--- src/efdc_pkg.sv ---
// ----------------------------------------------------------------------------
// Elevator floor dispatch package
// Types, register indexes, reset values and field widths shared by the block.
// ----------------------------------------------------------------------------
`default_nettype none

package efdc_pkg;

  localparam int unsigned FloorW   = 3;
  localparam int unsigned LightW   = 7;
  localparam int unsigned MaskW    = 5;
  localparam int unsigned CfgAddrW = 3;
  localparam int unsigned CfgDataW = 16;
  localparam int unsigned HoldW    = 16;
  localparam int unsigned DoorTW   = 16;
  localparam int unsigned TravelW  = 20;
  localparam int unsigned DurW     = 19;
  localparam int unsigned ChimeTW  = 10;
  localparam int unsigned BlinkW   = 10;
  localparam int unsigned StableW  = 8;
  localparam int unsigned ThrW     = 7;

  localparam logic [15:0] DoorHoldRst   = 16'd8000;
  localparam logic [15:0] DoorOpenRst   = 16'd3000;
  localparam logic [15:0] DoorCloseRst  = 16'd3000;
  localparam logic [15:0] FloorTravelRst = 16'd2000;
  localparam logic [7:0]  DebounceRst   = 8'd50;
  localparam logic [6:0]  ObstacleRst   = 7'd5;
  localparam logic [9:0]  BlinkRst      = 10'd200;
  localparam logic [9:0]  ChimeGapRst   = 10'd200;

  localparam logic [FloorW-1:0] GroundFloor = 3'd1;

  typedef enum logic [CfgAddrW-1:0] {
    REG_DOOR_HOLD,
    REG_DOOR_OPEN,
    REG_DOOR_CLOSE,
    REG_FLOOR_TRAVEL,
    REG_DEBOUNCE,
    REG_OBSTACLE_THR,
    REG_BLINK,
    REG_CHIME_GAP
  } cfg_reg_e;

  typedef enum logic [1:0] {
    DP_WAIT,
    DP_MOVE,
    DP_OPEN,
    DP_CLOSE
  } disp_phase_e;

  typedef enum logic [1:0] {
    DM_OPENING,
    DM_OPENED,
    DM_CLOSING,
    DM_CLOSED
  } door_mode_e;

  typedef enum logic [1:0] {
    NOTE_NONE,
    NOTE_A4,
    NOTE_C4
  } chime_note_e;

  typedef enum logic [1:0] {
    ST_IDLE,
    ST_SCAN,
    ST_APPLY,
    ST_CAR
  } ctrl_state_e;

  typedef struct packed {
    logic [15:0] door_hold;
    logic [15:0] door_open;
    logic [15:0] door_close;
    logic [15:0] floor_travel;
    logic [7:0]  debounce;
    logic [6:0]  obstacle_thr;
    logic [9:0]  blink;
    logic [9:0]  chime_gap;
  } cfg_t;

  typedef struct packed {
    logic load;
    logic scan;
    logic apply;
    logic finish;
  } cmd_t;

  typedef struct packed {
    logic out_free;
  } status_t;

endpackage

`default_nettype wire

--- src/efdc_in_if.sv ---
// ----------------------------------------------------------------------------
// Tick input channel
// One beat per millisecond tick: button level, selected floor, light level.
// ----------------------------------------------------------------------------
`default_nettype none

interface efdc_in_if;
  logic                            valid;
  logic                            ready;
  logic                            button_level;
  logic [efdc_pkg::FloorW-1:0]     selected_floor;
  logic [efdc_pkg::LightW-1:0]     light_percent;

  modport source (output valid, output button_level, output selected_floor,
                  output light_percent, input ready);
  modport sink (input valid, input button_level, input selected_floor,
                input light_percent, output ready);
endinterface

`default_nettype wire

--- src/efdc_out_if.sv ---
// ----------------------------------------------------------------------------
// Status output channel
// One beat per tick: car, door, chime and queue status.
// ----------------------------------------------------------------------------
`default_nettype none

interface efdc_out_if;
  logic                            valid;
  logic                            ready;
  logic [efdc_pkg::FloorW-1:0]     current_floor;
  logic [efdc_pkg::FloorW-1:0]     target_floor;
  logic                            going_up;
  logic                            car_moving;
  logic [1:0]                      door_phase;
  logic                            door_lamp;
  logic [1:0]                      chime_note;
  logic [efdc_pkg::MaskW-1:0]      pending_mask;

  modport source (output valid, output current_floor, output target_floor,
                  output going_up, output car_moving, output door_phase,
                  output door_lamp, output chime_note, output pending_mask,
                  input ready);
  modport sink (input valid, input current_floor, input target_floor,
                input going_up, input car_moving, input door_phase,
                input door_lamp, input chime_note, input pending_mask,
                output ready);
endinterface

`default_nettype wire

--- src/efdc_cfg_if.sv ---
// ----------------------------------------------------------------------------
// Configuration write channel
// Register index and write data, one register per beat.
// ----------------------------------------------------------------------------
`default_nettype none

interface efdc_cfg_if;
  logic                            valid;
  logic                            ready;
  logic [efdc_pkg::CfgAddrW-1:0]   index;
  logic [efdc_pkg::CfgDataW-1:0]   data;

  modport source (output valid, output index, output data, input ready);
  modport sink (input valid, input index, input data, output ready);
endinterface

`default_nettype wire

--- src/elevator_floor_dispatch_controller.sv ---
// ----------------------------------------------------------------------------
// Elevator floor dispatch controller
// Per millisecond tick: debounce the call button, queue the selected floor,
// then step dispatcher, door, car and chime; one status beat per tick.
// ----------------------------------------------------------------------------
//  Channel | Dir | Beat contents
//  cfg_i   | in  | register index, write data
//  in_i    | in  | button_level, selected_floor, light_percent
//  out_o   | out | floors, direction, car, door, lamp, chime note, queue mask
//
//  Each tick steps in order through accept, one cycle per request slot
//  of the queue scan, request entry with dispatcher and door, car and chime.
//  The next tick can be accepted in the cycle after the previous one finishes.
//  One result register holds a beat; while it stalls, the car step waits.
//  rst_ni asynchronously resets control state and loads the default registers.
// ----------------------------------------------------------------------------
`default_nettype none

module elevator_floor_dispatch_controller #(
  parameter int unsigned NUM_FLOORS = 5
) (
  input  wire logic   clk_i,
  input  wire logic   rst_ni,
  efdc_cfg_if.sink    cfg_i,
  efdc_in_if.sink     in_i,
  efdc_out_if.source  out_o
);

  localparam int unsigned IdxW = $clog2(NUM_FLOORS);

  efdc_pkg::cfg_t    cfg;
  efdc_pkg::cmd_t    cmd;
  efdc_pkg::status_t status;
  logic [IdxW-1:0]   idx;
  logic              in_ready;
  logic              cfg_ready;
  logic              out_valid;
  logic [efdc_pkg::FloorW-1:0] cur_floor;
  logic [efdc_pkg::FloorW-1:0] tgt_floor;
  logic              going_up;
  logic              car_moving;
  logic [1:0]        door_phase;
  logic              door_lamp;
  logic [1:0]        chime_note;
  logic [efdc_pkg::MaskW-1:0] pending_mask;

  assign cfg_i.ready = cfg_ready;
  assign in_i.ready  = in_ready;

  assign out_o.valid         = out_valid;
  assign out_o.current_floor = cur_floor;
  assign out_o.target_floor  = tgt_floor;
  assign out_o.going_up      = going_up;
  assign out_o.car_moving    = car_moving;
  assign out_o.door_phase    = door_phase;
  assign out_o.door_lamp     = door_lamp;
  assign out_o.chime_note    = chime_note;
  assign out_o.pending_mask  = pending_mask;

  efdc_cfg_regs u_cfg_regs (
    .clk_i   (clk_i),
    .rst_ni  (rst_ni),
    .valid_i (cfg_i.valid),
    .index_i (cfg_i.index),
    .data_i  (cfg_i.data),
    .ready_o (cfg_ready),
    .cfg_o   (cfg)
  );

  efdc_ctrl #(
    .NUM_FLOORS (NUM_FLOORS),
    .IdxW       (IdxW)
  ) u_ctrl (
    .clk_i      (clk_i),
    .rst_ni     (rst_ni),
    .in_valid_i (in_i.valid),
    .in_ready_o (in_ready),
    .status_i   (status),
    .cmd_o      (cmd),
    .idx_o      (idx)
  );

  efdc_datapath #(
    .NUM_FLOORS (NUM_FLOORS),
    .IdxW       (IdxW)
  ) u_datapath (
    .clk_i            (clk_i),
    .rst_ni           (rst_ni),
    .cfg_i            (cfg),
    .cmd_i            (cmd),
    .idx_i            (idx),
    .status_o         (status),
    .button_level_i   (in_i.button_level),
    .selected_floor_i (in_i.selected_floor),
    .light_percent_i  (in_i.light_percent),
    .out_valid_o      (out_valid),
    .out_ready_i      (out_o.ready),
    .current_floor_o  (cur_floor),
    .target_floor_o   (tgt_floor),
    .going_up_o       (going_up),
    .car_moving_o     (car_moving),
    .door_phase_o     (door_phase),
    .door_lamp_o      (door_lamp),
    .chime_note_o     (chime_note),
    .pending_mask_o   (pending_mask)
  );

endmodule

`default_nettype wire

--- src/efdc_cfg_regs.sv ---
// ----------------------------------------------------------------------------
// Configuration registers
// Timing and threshold registers, written one per beat, reset to defaults.
// ----------------------------------------------------------------------------
`default_nettype none

module efdc_cfg_regs (
  input  wire logic                          clk_i,
  input  wire logic                          rst_ni,
  input  wire logic                          valid_i,
  input  wire logic [efdc_pkg::CfgAddrW-1:0] index_i,
  input  wire logic [efdc_pkg::CfgDataW-1:0] data_i,
  output logic                               ready_o,
  output efdc_pkg::cfg_t                     cfg_o
);

  efdc_pkg::cfg_t cfg_q;
  efdc_pkg::cfg_t cfg_d;

  assign ready_o = 1'b1;
  assign cfg_o   = cfg_q;

  always_comb begin
    cfg_d = cfg_q;
    if (valid_i) begin
      case (efdc_pkg::cfg_reg_e'(index_i))
        efdc_pkg::REG_DOOR_HOLD:    cfg_d.door_hold    = data_i;
        efdc_pkg::REG_DOOR_OPEN:    cfg_d.door_open    = data_i;
        efdc_pkg::REG_DOOR_CLOSE:   cfg_d.door_close   = data_i;
        efdc_pkg::REG_FLOOR_TRAVEL: cfg_d.floor_travel = data_i;
        efdc_pkg::REG_DEBOUNCE:     cfg_d.debounce     = data_i[7:0];
        efdc_pkg::REG_OBSTACLE_THR: cfg_d.obstacle_thr = data_i[6:0];
        efdc_pkg::REG_BLINK:        cfg_d.blink        = data_i[9:0];
        efdc_pkg::REG_CHIME_GAP:    cfg_d.chime_gap    = data_i[9:0];
        default:                    cfg_d = cfg_q;
      endcase
    end
  end

  always_ff @(posedge clk_i or negedge rst_ni) begin
    if (!rst_ni) begin
      cfg_q.door_hold    <= efdc_pkg::DoorHoldRst;
      cfg_q.door_open    <= efdc_pkg::DoorOpenRst;
      cfg_q.door_close   <= efdc_pkg::DoorCloseRst;
      cfg_q.floor_travel <= efdc_pkg::FloorTravelRst;
      cfg_q.debounce     <= efdc_pkg::DebounceRst;
      cfg_q.obstacle_thr <= efdc_pkg::ObstacleRst;
      cfg_q.blink        <= efdc_pkg::BlinkRst;
      cfg_q.chime_gap    <= efdc_pkg::ChimeGapRst;
    end else begin
      cfg_q <= cfg_d;
    end
  end

endmodule

`default_nettype wire

--- src/efdc_ctrl.sv ---
// ----------------------------------------------------------------------------
// Tick sequencer
// Accepts a tick, walks the request slots, then issues the apply and
// finish steps to the datapath.
// ----------------------------------------------------------------------------
`default_nettype none

module efdc_ctrl #(
  parameter int unsigned NUM_FLOORS = 5,
  parameter int unsigned IdxW       = $clog2(NUM_FLOORS)
) (
  input  wire logic              clk_i,
  input  wire logic              rst_ni,
  input  wire logic              in_valid_i,
  output logic                   in_ready_o,
  input  wire efdc_pkg::status_t status_i,
  output efdc_pkg::cmd_t         cmd_o,
  output logic [IdxW-1:0]        idx_o
);

  localparam logic [IdxW-1:0] LastIdx = IdxW'(NUM_FLOORS - 1);

  efdc_pkg::ctrl_state_e state_q, state_d;
  logic [IdxW-1:0]       idx_q, idx_d;

  assign idx_o = idx_q;

  always_ff @(posedge clk_i or negedge rst_ni) begin
    if (!rst_ni) begin
      state_q <= efdc_pkg::ST_IDLE;
      idx_q   <= '0;
    end else begin
      state_q <= state_d;
      idx_q   <= idx_d;
    end
  end

  always_comb begin
    state_d    = state_q;
    idx_d      = idx_q;
    cmd_o      = '0;
    in_ready_o = 1'b0;
    case (state_q)
      efdc_pkg::ST_IDLE: begin
        in_ready_o = 1'b1;
        if (in_valid_i) begin
          cmd_o.load = 1'b1;
          idx_d      = '0;
          state_d    = efdc_pkg::ST_SCAN;
        end
      end
      efdc_pkg::ST_SCAN: begin
        cmd_o.scan = 1'b1;
        if (idx_q == LastIdx) begin
          state_d = efdc_pkg::ST_APPLY;
        end else begin
          idx_d = idx_q + 1'b1;
        end
      end
      efdc_pkg::ST_APPLY: begin
        cmd_o.apply = 1'b1;
        state_d     = efdc_pkg::ST_CAR;
      end
      efdc_pkg::ST_CAR: begin
        if (status_i.out_free) begin
          cmd_o.finish = 1'b1;
          state_d      = efdc_pkg::ST_IDLE;
        end
      end
      default: state_d = efdc_pkg::ST_IDLE;
    endcase
  end

endmodule

`default_nettype wire

--- src/efdc_datapath.sv ---
// ----------------------------------------------------------------------------
// Dispatch datapath
// Debounce, request slots, dispatcher, door, car, chime and the result
// register, stepped by commands from the sequencer.
// ----------------------------------------------------------------------------
`default_nettype none

module efdc_datapath #(
  parameter int unsigned NUM_FLOORS = 5,
  parameter int unsigned IdxW       = $clog2(NUM_FLOORS)
) (
  input  wire logic                           clk_i,
  input  wire logic                           rst_ni,
  input  wire efdc_pkg::cfg_t                 cfg_i,
  input  wire efdc_pkg::cmd_t                 cmd_i,
  input  wire logic [IdxW-1:0]                idx_i,
  output efdc_pkg::status_t                   status_o,
  input  wire logic                           button_level_i,
  input  wire logic [efdc_pkg::FloorW-1:0]    selected_floor_i,
  input  wire logic [efdc_pkg::LightW-1:0]    light_percent_i,
  output logic                                out_valid_o,
  input  wire logic                           out_ready_i,
  output logic [efdc_pkg::FloorW-1:0]         current_floor_o,
  output logic [efdc_pkg::FloorW-1:0]         target_floor_o,
  output logic                                going_up_o,
  output logic                                car_moving_o,
  output logic [1:0]                          door_phase_o,
  output logic                                door_lamp_o,
  output logic [1:0]                          chime_note_o,
  output logic [efdc_pkg::MaskW-1:0]          pending_mask_o
);

  localparam int unsigned FW = efdc_pkg::FloorW;

  // queue
  logic [NUM_FLOORS-1:0] slot_v_q, slot_v_d;
  logic [FW-1:0]         slot_f_q [NUM_FLOORS];
  logic [FW-1:0]         slot_f_d [NUM_FLOORS];

  // tick inputs
  logic [FW-1:0]                 sel_q, sel_d;
  logic [efdc_pkg::LightW-1:0]   light_q, light_d;
  logic                          pressed_q, pressed_d;

  // scan results
  logic            dup_q, dup_d;
  logic            emp_found_q, emp_found_d;
  logic [IdxW-1:0] emp_idx_q, emp_idx_d;
  logic            cand_found_q, cand_found_d;
  logic [IdxW-1:0] cand_idx_q, cand_idx_d;
  logic [FW-1:0]   cand_f_q, cand_f_d;
  logic            rm_found_q, rm_found_d;
  logic [IdxW-1:0] rm_idx_q, rm_idx_d;

  // controller state
  logic [FW-1:0]                floor_now_q, floor_now_d;
  logic [FW-1:0]                floor_goal_q, floor_goal_d;
  logic                         dir_up_q, dir_up_d;
  efdc_pkg::disp_phase_e        disp_q, disp_d;
  efdc_pkg::door_mode_e         door_q, door_d;
  logic                         car_q, car_d;
  logic                         shut_q, shut_d;
  logic                         open_cmd_q, open_cmd_d;
  logic                         ring_q, ring_d;
  logic                         chime_act_q, chime_act_d;
  logic [efdc_pkg::HoldW-1:0]   hold_q, hold_d;
  logic [efdc_pkg::DoorTW-1:0]  door_t_q, door_t_d;
  logic [efdc_pkg::TravelW-1:0] travel_q, travel_d;
  logic [efdc_pkg::ChimeTW-1:0] chime_t_q, chime_t_d;
  logic [efdc_pkg::BlinkW-1:0]  blink_q, blink_d;
  logic                         lamp_q, lamp_d;
  logic [efdc_pkg::StableW-1:0] stable_q, stable_d;
  logic                         prev_q, prev_d;
  logic                         bstable_q, bstable_d;

  // result register
  logic                         out_valid_q, out_valid_d;
  logic [FW-1:0]                o_cur_q, o_cur_d;
  logic [FW-1:0]                o_tgt_q, o_tgt_d;
  logic                         o_up_q, o_up_d;
  logic                         o_car_q, o_car_d;
  logic [1:0]                   o_door_q, o_door_d;
  logic                         o_lamp_q, o_lamp_d;
  efdc_pkg::chime_note_e        o_note_q, o_note_d;
  logic [efdc_pkg::MaskW-1:0]   o_mask_q, o_mask_d;

  assign status_o.out_free = !out_valid_q || out_ready_i;

  assign out_valid_o     = out_valid_q;
  assign current_floor_o = o_cur_q;
  assign target_floor_o  = o_tgt_q;
  assign going_up_o      = o_up_q;
  assign car_moving_o    = o_car_q;
  assign door_phase_o    = o_door_q;
  assign door_lamp_o     = o_lamp_q;
  assign chime_note_o    = o_note_q;
  assign pending_mask_o  = o_mask_q;

  always_comb begin
    logic                       sv;
    logic [FW-1:0]              sf;
    logic                       beyond;
    logic                       add;
    logic                       sel_beyond;
    logic                       use_sel;
    logic                       nxt_found;
    logic [FW-1:0]              nxt_f;
    logic [FW-1:0]              span;
    logic [efdc_pkg::DurW-1:0]  dur;
    logic [efdc_pkg::MaskW-1:0] mask;

    slot_v_d     = slot_v_q;
    slot_f_d     = slot_f_q;
    sel_d        = sel_q;
    light_d      = light_q;
    pressed_d    = pressed_q;
    dup_d        = dup_q;
    emp_found_d  = emp_found_q;
    emp_idx_d    = emp_idx_q;
    cand_found_d = cand_found_q;
    cand_idx_d   = cand_idx_q;
    cand_f_d     = cand_f_q;
    rm_found_d   = rm_found_q;
    rm_idx_d     = rm_idx_q;
    floor_now_d  = floor_now_q;
    floor_goal_d = floor_goal_q;
    dir_up_d     = dir_up_q;
    disp_d       = disp_q;
    door_d       = door_q;
    car_d        = car_q;
    shut_d       = shut_q;
    open_cmd_d   = open_cmd_q;
    ring_d       = ring_q;
    chime_act_d  = chime_act_q;
    hold_d       = hold_q;
    door_t_d     = door_t_q;
    travel_d     = travel_q;
    chime_t_d    = chime_t_q;
    blink_d      = blink_q;
    lamp_d       = lamp_q;
    stable_d     = stable_q;
    prev_d       = prev_q;
    bstable_d    = bstable_q;
    out_valid_d  = out_valid_q;
    o_cur_d      = o_cur_q;
    o_tgt_d      = o_tgt_q;
    o_up_d       = o_up_q;
    o_car_d      = o_car_q;
    o_door_d     = o_door_q;
    o_lamp_d     = o_lamp_q;
    o_note_d     = o_note_q;
    o_mask_d     = o_mask_q;

    sv         = slot_v_q[idx_i];
    sf         = slot_f_q[idx_i];
    beyond     = dir_up_q ? (sf > floor_now_q) : (sf < floor_now_q);
    add        = pressed_q && (sel_q != '0) && (32'(sel_q) <= 32'(NUM_FLOORS)) &&
                 (sel_q != floor_now_q) && !dup_q && emp_found_q;
    sel_beyond = dir_up_q ? (sel_q > floor_now_q) : (sel_q < floor_now_q);
    use_sel    = add && sel_beyond && (!cand_found_q || (emp_idx_q < cand_idx_q));
    nxt_found  = use_sel || cand_found_q;
    nxt_f      = use_sel ? sel_q : cand_f_q;
    span       = '0;
    dur        = '0;
    mask       = '0;

    if (out_valid_q && out_ready_i) begin
      out_valid_d = 1'b0;
    end

    // debounce and latch the tick
    if (cmd_i.load) begin
      if (blink_q != '1) begin
        blink_d = blink_q + 1'b1;
      end
      if (button_level_i != prev_q) begin
        stable_d = '0;
      end else if (stable_q != '1) begin
        stable_d = stable_q + 1'b1;
      end
      pressed_d = 1'b0;
      if ((stable_d > cfg_i.debounce) && (button_level_i != bstable_q)) begin
        bstable_d = button_level_i;
        pressed_d = button_level_i;
      end
      prev_d       = button_level_i;
      sel_d        = selected_floor_i;
      light_d      = light_percent_i;
      dup_d        = 1'b0;
      emp_found_d  = 1'b0;
      cand_found_d = 1'b0;
      rm_found_d   = 1'b0;
    end

    // one slot per cycle
    if (cmd_i.scan) begin
      if (sv && (sf == sel_q)) begin
        dup_d = 1'b1;
      end
      if (!sv && !emp_found_q) begin
        emp_found_d = 1'b1;
        emp_idx_d   = idx_i;
      end
      if (sv && beyond && !cand_found_q) begin
        cand_found_d = 1'b1;
        cand_idx_d   = idx_i;
        cand_f_d     = sf;
      end
      if (sv && (sf == floor_now_q) && !rm_found_q) begin
        rm_found_d = 1'b1;
        rm_idx_d   = idx_i;
      end
    end

    // request entry, dispatcher, door
    if (cmd_i.apply) begin
      if (add) begin
        slot_v_d[emp_idx_q] = 1'b1;
        slot_f_d[emp_idx_q] = sel_q;
      end

      case (disp_q)
        efdc_pkg::DP_WAIT: begin
          if (!nxt_found) begin
            dir_up_d = !dir_up_q;
          end else if (shut_q) begin
            floor_goal_d = nxt_f;
            disp_d       = efdc_pkg::DP_MOVE;
          end
        end
        efdc_pkg::DP_MOVE: begin
          if (floor_now_q == floor_goal_q) begin
            shut_d     = 1'b0;
            disp_d     = efdc_pkg::DP_OPEN;
            open_cmd_d = 1'b1;
            ring_d     = 1'b1;
            hold_d     = '0;
          end
        end
        efdc_pkg::DP_OPEN: begin
          if (hold_q != '1) begin
            hold_d = hold_q + 1'b1;
          end
          if (hold_d >= cfg_i.door_hold) begin
            open_cmd_d = 1'b0;
            if (rm_found_q) begin
              slot_v_d[rm_idx_q] = 1'b0;
            end
            floor_now_d = floor_goal_q;
            disp_d      = efdc_pkg::DP_CLOSE;
          end
        end
        default: disp_d = efdc_pkg::DP_WAIT;
      endcase

      case (door_q)
        efdc_pkg::DM_OPENING: begin
          if (door_t_q != '1) begin
            door_t_d = door_t_q + 1'b1;
          end
          if (blink_d >= cfg_i.blink) begin
            blink_d = '0;
            lamp_d  = !lamp_d;
          end
          if (door_t_d >= cfg_i.door_open) begin
            if (blink_d >= cfg_i.blink) begin
              blink_d = '0;
              lamp_d  = !lamp_d;
            end
            door_d = efdc_pkg::DM_OPENED;
          end
        end
        efdc_pkg::DM_OPENED: begin
          lamp_d = 1'b1;
          if (!open_cmd_d) begin
            door_d   = efdc_pkg::DM_CLOSING;
            door_t_d = '0;
          end
        end
        efdc_pkg::DM_CLOSING: begin
          shut_d = 1'b0;
          if (door_t_q != '1) begin
            door_t_d = door_t_q + 1'b1;
          end
          if (blink_d >= cfg_i.blink) begin
            blink_d = '0;
            lamp_d  = !lamp_d;
          end
          if (light_q < cfg_i.obstacle_thr) begin
            door_t_d = '0;
          end else if (door_t_d >= cfg_i.door_close) begin
            door_d = efdc_pkg::DM_CLOSED;
          end
        end
        default: begin
          shut_d = 1'b1;
          lamp_d = 1'b0;
          if (open_cmd_d) begin
            door_d   = efdc_pkg::DM_OPENING;
            door_t_d = '0;
          end
        end
      endcase
    end

    // car, chime and result
    if (cmd_i.finish) begin
      span = (floor_goal_q >= floor_now_q) ? (floor_goal_q - floor_now_q)
                                           : (floor_now_q - floor_goal_q);
      dur  = efdc_pkg::DurW'(span) * efdc_pkg::DurW'(cfg_i.floor_travel);
      if (!car_q) begin
        if ((span != '0) && shut_q) begin
          travel_d = '0;
          car_d    = 1'b1;
        end
      end else begin
        if (travel_q != '1) begin
          travel_d = travel_q + 1'b1;
        end
        if (travel_d >= {1'b0, dur}) begin
          floor_now_d = floor_goal_q;
          car_d       = 1'b0;
        end
      end

      o_note_d = efdc_pkg::NOTE_NONE;
      if (!chime_act_q) begin
        if (ring_q) begin
          chime_act_d = 1'b1;
          chime_t_d   = '0;
        end
      end else begin
        if (chime_t_q != '1) begin
          chime_t_d = chime_t_q + 1'b1;
        end
        if (dir_up_q) begin
          o_note_d    = efdc_pkg::NOTE_A4;
          chime_act_d = 1'b0;
          ring_d      = 1'b0;
        end else begin
          o_note_d = efdc_pkg::NOTE_C4;
          if (chime_t_d >= cfg_i.chime_gap) begin
            o_note_d    = efdc_pkg::NOTE_A4;
            chime_act_d = 1'b0;
            ring_d      = 1'b0;
          end
        end
      end

      for (int k = 0; k < efdc_pkg::MaskW; k++) begin
        for (int i = 0; i < NUM_FLOORS; i++) begin
          if (slot_v_q[i] && (slot_f_q[i] == FW'(k + 1))) begin
            mask[k] = 1'b1;
          end
        end
      end

      out_valid_d = 1'b1;
      o_cur_d     = floor_now_d;
      o_tgt_d     = floor_goal_q;
      o_up_d      = dir_up_q;
      o_car_d     = car_d;
      o_door_d    = door_q;
      o_lamp_d    = lamp_q;
      o_mask_d    = mask;
    end
  end

  always_ff @(posedge clk_i) begin
    slot_f_q <= slot_f_d;
    sel_q    <= sel_d;
    light_q  <= light_d;
    cand_f_q <= cand_f_d;
    emp_idx_q  <= emp_idx_d;
    cand_idx_q <= cand_idx_d;
    rm_idx_q   <= rm_idx_d;
    o_cur_q  <= o_cur_d;
    o_tgt_q  <= o_tgt_d;
    o_up_q   <= o_up_d;
    o_car_q  <= o_car_d;
    o_door_q <= o_door_d;
    o_lamp_q <= o_lamp_d;
    o_note_q <= o_note_d;
    o_mask_q <= o_mask_d;
  end

  always_ff @(posedge clk_i or negedge rst_ni) begin
    if (!rst_ni) begin
      slot_v_q     <= '0;
      pressed_q    <= 1'b0;
      dup_q        <= 1'b0;
      emp_found_q  <= 1'b0;
      cand_found_q <= 1'b0;
      rm_found_q   <= 1'b0;
      floor_now_q  <= efdc_pkg::GroundFloor;
      floor_goal_q <= efdc_pkg::GroundFloor;
      dir_up_q     <= 1'b0;
      disp_q       <= efdc_pkg::DP_WAIT;
      door_q       <= efdc_pkg::DM_CLOSED;
      car_q        <= 1'b0;
      shut_q       <= 1'b1;
      open_cmd_q   <= 1'b0;
      ring_q       <= 1'b0;
      chime_act_q  <= 1'b0;
      hold_q       <= '0;
      door_t_q     <= '0;
      travel_q     <= '0;
      chime_t_q    <= '0;
      blink_q      <= '0;
      lamp_q       <= 1'b0;
      stable_q     <= '0;
      prev_q       <= 1'b0;
      bstable_q    <= 1'b0;
      out_valid_q  <= 1'b0;
    end else begin
      slot_v_q     <= slot_v_d;
      pressed_q    <= pressed_d;
      dup_q        <= dup_d;
      emp_found_q  <= emp_found_d;
      cand_found_q <= cand_found_d;
      rm_found_q   <= rm_found_d;
      floor_now_q  <= floor_now_d;
      floor_goal_q <= floor_goal_d;
      dir_up_q     <= dir_up_d;
      disp_q       <= disp_d;
      door_q       <= door_d;
      car_q        <= car_d;
      shut_q       <= shut_d;
      open_cmd_q   <= open_cmd_d;
      ring_q       <= ring_d;
      chime_act_q  <= chime_act_d;
      hold_q       <= hold_d;
      door_t_q     <= door_t_d;
      travel_q     <= travel_d;
      chime_t_q    <= chime_t_d;
      blink_q      <= blink_d;
      lamp_q       <= lamp_d;
      stable_q     <= stable_d;
      prev_q       <= prev_d;
      bstable_q    <= bstable_d;
      out_valid_q  <= out_valid_d;
    end
  end

endmodule

`default_nettype wire
--- src/flat_wrapper.sv ---
// flat-port wrapper written by rule: the top's interface ports become plain ports
module elevator_floor_dispatch_controller_flat 
#(
  parameter int unsigned NUM_FLOORS = 5
)
  (clk_i, rst_ni, cfg_i_valid, cfg_i_index, cfg_i_data, cfg_i_ready, in_i_valid, in_i_button_level, in_i_selected_floor, in_i_light_percent, in_i_ready, out_o_valid, out_o_current_floor, out_o_target_floor, out_o_going_up, out_o_car_moving, out_o_door_phase, out_o_door_lamp, out_o_chime_note, out_o_pending_mask, out_o_ready);
  efdc_cfg_if cfg_i_i ();
  efdc_in_if in_i_i ();
  efdc_out_if out_o_i ();
  input  wire logic clk_i;
  input  wire logic rst_ni;
  input wire logic [$bits(cfg_i_i.valid)-1:0] cfg_i_valid;
  input wire logic [$bits(cfg_i_i.index)-1:0] cfg_i_index;
  input wire logic [$bits(cfg_i_i.data)-1:0] cfg_i_data;
  output wire logic [$bits(cfg_i_i.ready)-1:0] cfg_i_ready;
  input wire logic [$bits(in_i_i.valid)-1:0] in_i_valid;
  input wire logic [$bits(in_i_i.button_level)-1:0] in_i_button_level;
  input wire logic [$bits(in_i_i.selected_floor)-1:0] in_i_selected_floor;
  input wire logic [$bits(in_i_i.light_percent)-1:0] in_i_light_percent;
  output wire logic [$bits(in_i_i.ready)-1:0] in_i_ready;
  output wire logic [$bits(out_o_i.valid)-1:0] out_o_valid;
  output wire logic [$bits(out_o_i.current_floor)-1:0] out_o_current_floor;
  output wire logic [$bits(out_o_i.target_floor)-1:0] out_o_target_floor;
  output wire logic [$bits(out_o_i.going_up)-1:0] out_o_going_up;
  output wire logic [$bits(out_o_i.car_moving)-1:0] out_o_car_moving;
  output wire logic [$bits(out_o_i.door_phase)-1:0] out_o_door_phase;
  output wire logic [$bits(out_o_i.door_lamp)-1:0] out_o_door_lamp;
  output wire logic [$bits(out_o_i.chime_note)-1:0] out_o_chime_note;
  output wire logic [$bits(out_o_i.pending_mask)-1:0] out_o_pending_mask;
  input wire logic [$bits(out_o_i.ready)-1:0] out_o_ready;
  assign cfg_i_i.valid = cfg_i_valid;
  assign cfg_i_i.index = cfg_i_index;
  assign cfg_i_i.data = cfg_i_data;
  assign cfg_i_ready = cfg_i_i.ready;
  assign in_i_i.valid = in_i_valid;
  assign in_i_i.button_level = in_i_button_level;
  assign in_i_i.selected_floor = in_i_selected_floor;
  assign in_i_i.light_percent = in_i_light_percent;
  assign in_i_ready = in_i_i.ready;
  assign out_o_valid = out_o_i.valid;
  assign out_o_current_floor = out_o_i.current_floor;
  assign out_o_target_floor = out_o_i.target_floor;
  assign out_o_going_up = out_o_i.going_up;
  assign out_o_car_moving = out_o_i.car_moving;
  assign out_o_door_phase = out_o_i.door_phase;
  assign out_o_door_lamp = out_o_i.door_lamp;
  assign out_o_chime_note = out_o_i.chime_note;
  assign out_o_pending_mask = out_o_i.pending_mask;
  assign out_o_i.ready = out_o_ready;
  elevator_floor_dispatch_controller #(.NUM_FLOORS(NUM_FLOORS)) u_core (.clk_i(clk_i), .rst_ni(rst_ni), .cfg_i(cfg_i_i), .in_i(in_i_i), .out_o(out_o_i));
endmodule
--- config.mk ---
export PLATFORM = sky130hd
export DESIGN_NAME = elevator_floor_dispatch_controller_flat
export DESIGN_NICKNAME = d
export VERILOG_FILES = /design/src/efdc_pkg.sv /design/src/efdc_in_if.sv /design/src/efdc_out_if.sv /design/src/efdc_cfg_if.sv /design/src/elevator_floor_dispatch_controller.sv /design/src/efdc_cfg_regs.sv /design/src/efdc_ctrl.sv /design/src/efdc_datapath.sv /design/src/flat_wrapper.sv
export SDC_FILE = /design/constraint.sdc
export NUM_CORES = 1
export LEC_CHECK = 0
export BUFFER_PORTS_ARGS = -buffer_cell sky130_fd_sc_hd__buf_4
export CORE_MARGIN = 2
export CORE_UTILIZATION = 45
export DETAILED_ROUTE_END_ITERATION = 10
export HOLD_SLACK_MARGIN = 0.03
export SYNTH_ARGS = -nofsm -noshare
export SYNTH_HDL_FRONTEND = slang
export SYNTH_HIERARCHICAL = 1
export SYNTH_SLANG_ARGS = --single-unit
--- constraint.sdc ---
create_clock -name clk_i -period 17.6 [get_ports clk_i]
set_input_delay 2.64 -clock clk_i [delete_from_list [all_inputs] [get_ports clk_i]]
set_output_delay 2.64 -clock clk_i [all_outputs]
set_load 0.01 [all_outputs]
## After elaboration in Yosys (flattened, before gate mapping)

Cells that the tools add are included.

- Register bits after elaboration: 269
- Input port bits: 35
- Output and inout bits: 21
- Logic and storage cells: 403

- Add/subtract/negate cells: 9
- $mul: 1
- Order comparisons: 24
- Equal/unequal tests: 66
- Mux-type cells: 137
- Bitwise logic cells: 7
- Reductions and logical operators: 99

Operators with widths:

| kind | count |
|---|---|
| 16-bit 2-to-1 mux | 12 |
| 10-bit 2-to-1 mux | 13 |
| 20-bit 2-to-1 mux | 5 |
| 1-bit 2-to-1 mux | 57 |
| 16-bit greater-or-equal comparator | 3 |
| 16-bit one-hot mux with 3 select lines | 1 |
| 3-bit equality test (second input constant) | 15 |
| 1-bit logical AND | 44 |
| 3-bit 2-to-1 mux | 13 |
| 3-bit by 2-bit equality test with 1-bit output (second input constant) | 12 |
| 16-bit by 1-bit adder with 16-bit output (second input constant) | 2 |
| 16-bit inequality test (second input constant) | 2 |
| 16-bit one-hot mux with 2 select lines | 1 |
| 10-bit greater-or-equal comparator | 3 |
| 2-bit AND reduction | 15 |
| 2-bit 2-to-1 mux | 13 |
| 5-bit 2-to-1 mux | 5 |
| 8-bit 2-to-1 mux | 3 |
| 2-bit inequality test (second input constant) | 11 |
| 10-bit by 1-bit adder with 10-bit output (second input constant) | 2 |
| 20-bit by 1-bit adder with 20-bit output (second input constant) | 1 |
| 20-bit by 19-bit greater-or-equal comparator with 1-bit output | 1 |
| 10-bit inequality test (second input constant) | 2 |
| 20-bit inequality test (second input constant) | 1 |
| other kinds (51) | 106 |

## Depth between registers and ports, before layout

- Word-level depth: 12
- Depth in mapped cells: 26
- Gate-level depth less buffers: 26

## Modules after synthesis

The synthesis kept the hierarchy.

Modules (own cells, without submodules):

| module | times used | cells an instance | area each (µm²) | seq. area each (µm²) |
|---|---|---|---|---|
| efdc_datapath | 1 | 1421 | 13125.1 | 4410.5 |
| efdc_cfg_regs | 1 | 220 | 3873.7 | 2523.7 |
| efdc_ctrl | 1 | 40 | 394.1 | 125.1 |

## Least setup slack after synthesis

Ideal clock, no wire load.

- Path type: input port to flip-flop
- Start: input port in_i_valid
- End: register u_core/u_datapath/blink_q[0] (netlist name)
- Library setup time: 0.074 ns
- Arrival: 6.806 ns
- Required time: 17.526 ns
- Slack: 10.721 ns
- Cell stages on the path: 23
- Path buffers: 2
- Cells stage by stage: nand2_1 -> inv_1 -> and4_1 -> nor2b_1 -> nand3_1 -> xor2_1 -> inv_1 -> ha_1 -> or3_1 -> or3_1 -> o21ai_0 -> a21oi_1 -> clkbuf_1 -> nor2_1 -> ha_1 -> o211a_1 -> a2111oi_0 -> o21ai_0 -> o22ai_1 -> nor3_1 -> o221a_2 -> clkbuf_1 -> nor2_1

RTL lines:

| element | line | source |
|---|---|---|
| start, declared | flat_wrapper.sv:16 | `input wire logic [$bits(in_i_i.valid)-1:0] in_i_valid;` |
| end signal, assigned | efdc_datapath.sv:436 | `blink_q <= blink_d;` |
| end, declared | efdc_datapath.sv:70 | `logic [efdc_pkg::BlinkW-1:0] blink_q, blink_d;` |

==> results_dict.tcl <==
set metrics [dict create \
    fmax_mhz 143 \
    die_w_microns 201 \
    top_layer "met4" \
    hold_class "flip-flop to flip-flop" \
    gp_congestion 0.824 \
    cp.required_ns 18.12 \
    path_buf_inv 4 \
    port_buffers 54 \
    hpwl_microns 29100 \
    synth_warnings 6 \
    fin_area_sq_um 19400 \
    fin_nets 1942 \
    seq_area_frac_synth_pct 40.6 \
    insertion_delay_ns 0.58 \
    ys_ff_latch 269 \
    area_growth_pct 11.8 \
    p_leak_nw 9.07 \
    tightest_slew_ns 1.07 \
    synthDominantCellAreaShare_pct 24.7 \
    holdWs_ns 0.504 \
    setup_viol 0 \
    wl_microns 39900 \
    critPathMaxFanout 24 \
    synth.area.top_cells "dfrtp_1 25%, ha_1 12%, edfxtp_1 9.5%" \
    cts_buffer_depth 3 \
    synth_top_cell_by_area "dfrtp_1" \
    cp.arrival_ns 7.50 \
    fillCellCount 3570 \
    diodes 0 \
    post-route-worst-setup-slack_ns 10.62 \
    crit_chain "buf_4, nand2_1, inv_1, buf_4, and4_1, nor2b_1, nand3_1, xor2_1, inv_1, ha_1, o21a_1, o21a_1, o21ai_0, a21oi_1, nor2_1, ha_1, o211a_1, a2111oi_0, o21ai_0, o22ai_1, nor3_1, o221a_2, nor2_1" \
    power.density_nw_per_um2 126 \
    cts_hold_buffers 0 \
    grt_pass1_vias 12424 \
    cts_resized 0 \
    grt_usage_pct 19.9 \
    multi_input_area_sq_um 9510 \
    critPathLaunchType "primary input" \
    cts_tree "built" \
    min_period_ns 6.98 \
    slowest_delay_ns 0.78 \
    ant_nets 0 \
    tns_ns 0 \
    rrSetupSlack_ns 10.86 \
    layout_commonest_cell "dfrtp_1" \
    endpoint_kind "flip-flop" \
    period_share_pct 39.7 \
    antenna_found_initial 0 \
    rows 72 \
    rsz0062_at_grt "false" \
    post_route_cells_drive_above_1_share_pct 18.1 \
    synth-edff-count 55 \
    htreeDepth 1 \
    clk_pin_slew_ns 0.06 \
    async_flop_share_pct 79.6 \
    synth_cell_types 95 \
    drt_pass1_iterations 5 \
    synth_area_sq_um 17400 \
    total_power_mw 2.45 \
    grt_pass1_wl_microns 65300 \
    grt_max_degree 94 \
    dp_slack_ns 10.03 \
    wl_per_cell_microns 17.6 \
    slew-limit-headroom_pct 28.3 \
    first_iter_violations 531 \
    dpl_cell_area_sq_um 18300 \
    syn_nets 1894 \
    max_cap_violations 0 \
    slew_violations 0 \
    fp.dieH_microns 201 \
    cts_setup_buffers 0 \
    via_per_inst 5.47 \
    fin_worst_skew_ns 0.0185 \
    hold_viol_final 0 \
    numCtsBuffers 31 \
    place_inst 2214 \
    wl_met2_microns 18900 \
    initial_utilization_pct 45.3 \
    worstSetupPathType "primary input to flip-flop" \
    drcViolationCount 0 \
    route.met3.wl_microns 1130 \
    vias 12439 \
    ir_drop_mv 0.0859 \
    m1WireLength_microns 18900 \
    ctsRootBufferMaster "clkbuf_16" \
    core_sq_um 38400 \
    die_area_sq_um 40200 \
    synth_ff_type "dfrtp_1" \
    synth_cells 1681 \
    fin_cells 2272 \
    grt-ovfl-total 0 \
    io_pins 56 \
    seq_area_sq_um 7060 \
    cpMaxStageDelayCell "a21oi_1" \
    cp_top_family "compound AO/OA/AOI/OAI gates" \
    final_cell_mix "172 x dfrtp_1, 161 x ha_1, 160 x inv_1, 127 x nand2_1, 112 x mux2_2" \
    final_util_pct 50.7 \
    status "complete, no violations" \
    cts_sinks 269 \
    syn_avg_cell_area_sq_um 10.3 \
]
layout make-up:
type	instances	area share, %
clock buffers	35	4.17
clock inverters	23	1.65
inverters	160	3.09
multi-input cells	1202	48.9
flip-flops and latches	269	36.3
well taps	518	3.33
repair buffers	65	2.55
synth_stat cells (8+ instances only):
cell type and instances:
nor4bb_1 8, and3_1 31, edfxtp_1 55, mux2_2 112
nand4_1 25, buf_2 12, and2_1 14, nor2b_1 22
fa_1 17, ha_1 161, mux2i_1 32, a22o_1 25
xnor2_1 44, nor3_1 25, a21o_1 25, xor2_1 29
o21a_1 13, nand2b_1 23, dfstp_2 42, nand3_1 45
nor2_1 104, clkbuf_1 23, o31ai_1 15, o21ai_0 69
a211oi_1 12, dfrtp_1 172, mux2_4 12, inv_1 160
nand2_1 127, a21oi_1 76, a31oi_1 8
report_power, final:
| group | switching [mW] | internal, mW | total [mW] |
|---|---|---|---|
| Sequential | 0.110 | 0.778 | 0.887 |
| Clock | 0.269 | 0.446 | 0.715 |
| Combinational | 0.464 | 0.382 | 0.846 |
worst reg2reg max path, cell delays in order (launching register included):
cell      delay [ns]
dfstp_2         0.56
inv_1           0.07
ha_1            0.43
nand2b_1        0.20
a21o_1          0.19
nor2_1          0.10
mux2_1          0.33
a21oi_1         0.15
buf_4           0.24
and2_1          0.19
fa_1            0.40
ha_1            0.25
fa_1            0.44
a211o_1         0.28
o211ai_1        0.15
a21oi_1         0.14
nand4_1         0.13
a31oi_1         0.13
xnor2_1         0.15
ha_1            0.30
a21o_1          0.18
a211o_1         0.31
o41ai_2         0.37
o221ai_2        0.19
a21o_1          0.26
mux2_1          0.33
per-layer routing:
layer  vias to the layer above  global-route usage [%]
met5                         -                       0
met4                         0                    5.08
met3                        60                    2.56
met2                       163                    34.3
met1                      6114                    26.5
li1                       6102                       -
state kept, by name (all words and copies together), names as in the netlist, 5 cells and up:
signal                            cells
u_core/u_cfg_regs/cfg_o              99
u_core/u_datapath/travel_q           20
u_core/u_datapath/door_t_q           16
u_core/u_datapath/hold_q             16
u_core/u_datapath/slot_f_q           15
u_core/u_datapath/blink_q            10
u_core/u_datapath/chime_t_q          10
u_core/u_datapath/stable_q            8
u_core/u_datapath/light_q             7
u_core/u_datapath/pending_mask_o      5
u_core/u_datapath/slot_v_q            5
worst paths after layout:
| kind | startpoint | to | depth (start not counted) |
|---|---|---|---|
| worst min-delay path | u_core/u_cfg_regs/cfg_o[12]$_DFFE_PN0P_ | u_core/u_cfg_regs/cfg_o[12]$_DFFE_PN0P_ | 1 |
| worst min register to register | u_core/u_cfg_regs/cfg_o[12]$_DFFE_PN0P_ | u_core/u_cfg_regs/cfg_o[12]$_DFFE_PN0P_ | 1 |
| max in group asynchronous | rst_ni | u_core/u_datapath/cand_found_q$_DFF_PN0_ | 2 |
| worst max-delay path | in_i_valid | u_core/u_datapath/blink_q[6]$_DFF_PN0_ | 23 |
| worst max register to register | u_core/u_datapath/floor_now_q[0]$_DFF_PN1_ | u_core/u_datapath/current_floor_o[2]$_DFFE_PP_ | 25 |
| min in group asynchronous | rst_ni | u_core/u_datapath/travel_q[12]$_DFFE_PN0P_ | 1 |
cells by family (layout without fill, tap and decap cells):
group | after synthesis | in the layout | synth area share [%]
compound gates | 308 | 308 | 12.1
fa+ha+maj | 178 | 178 | 13.5
other cells | 1 | 1 | 0.0216
xor+xnor | 74 | 74 | 3.77
mux | 160 | 160 | 10.5
simple gates | 481 | 481 | 14.5
buf+inv | 210 | 283 | 4.97
flops | 269 | 269 | 40.6
No activity file was read; power rests on OpenSTA's default activity.
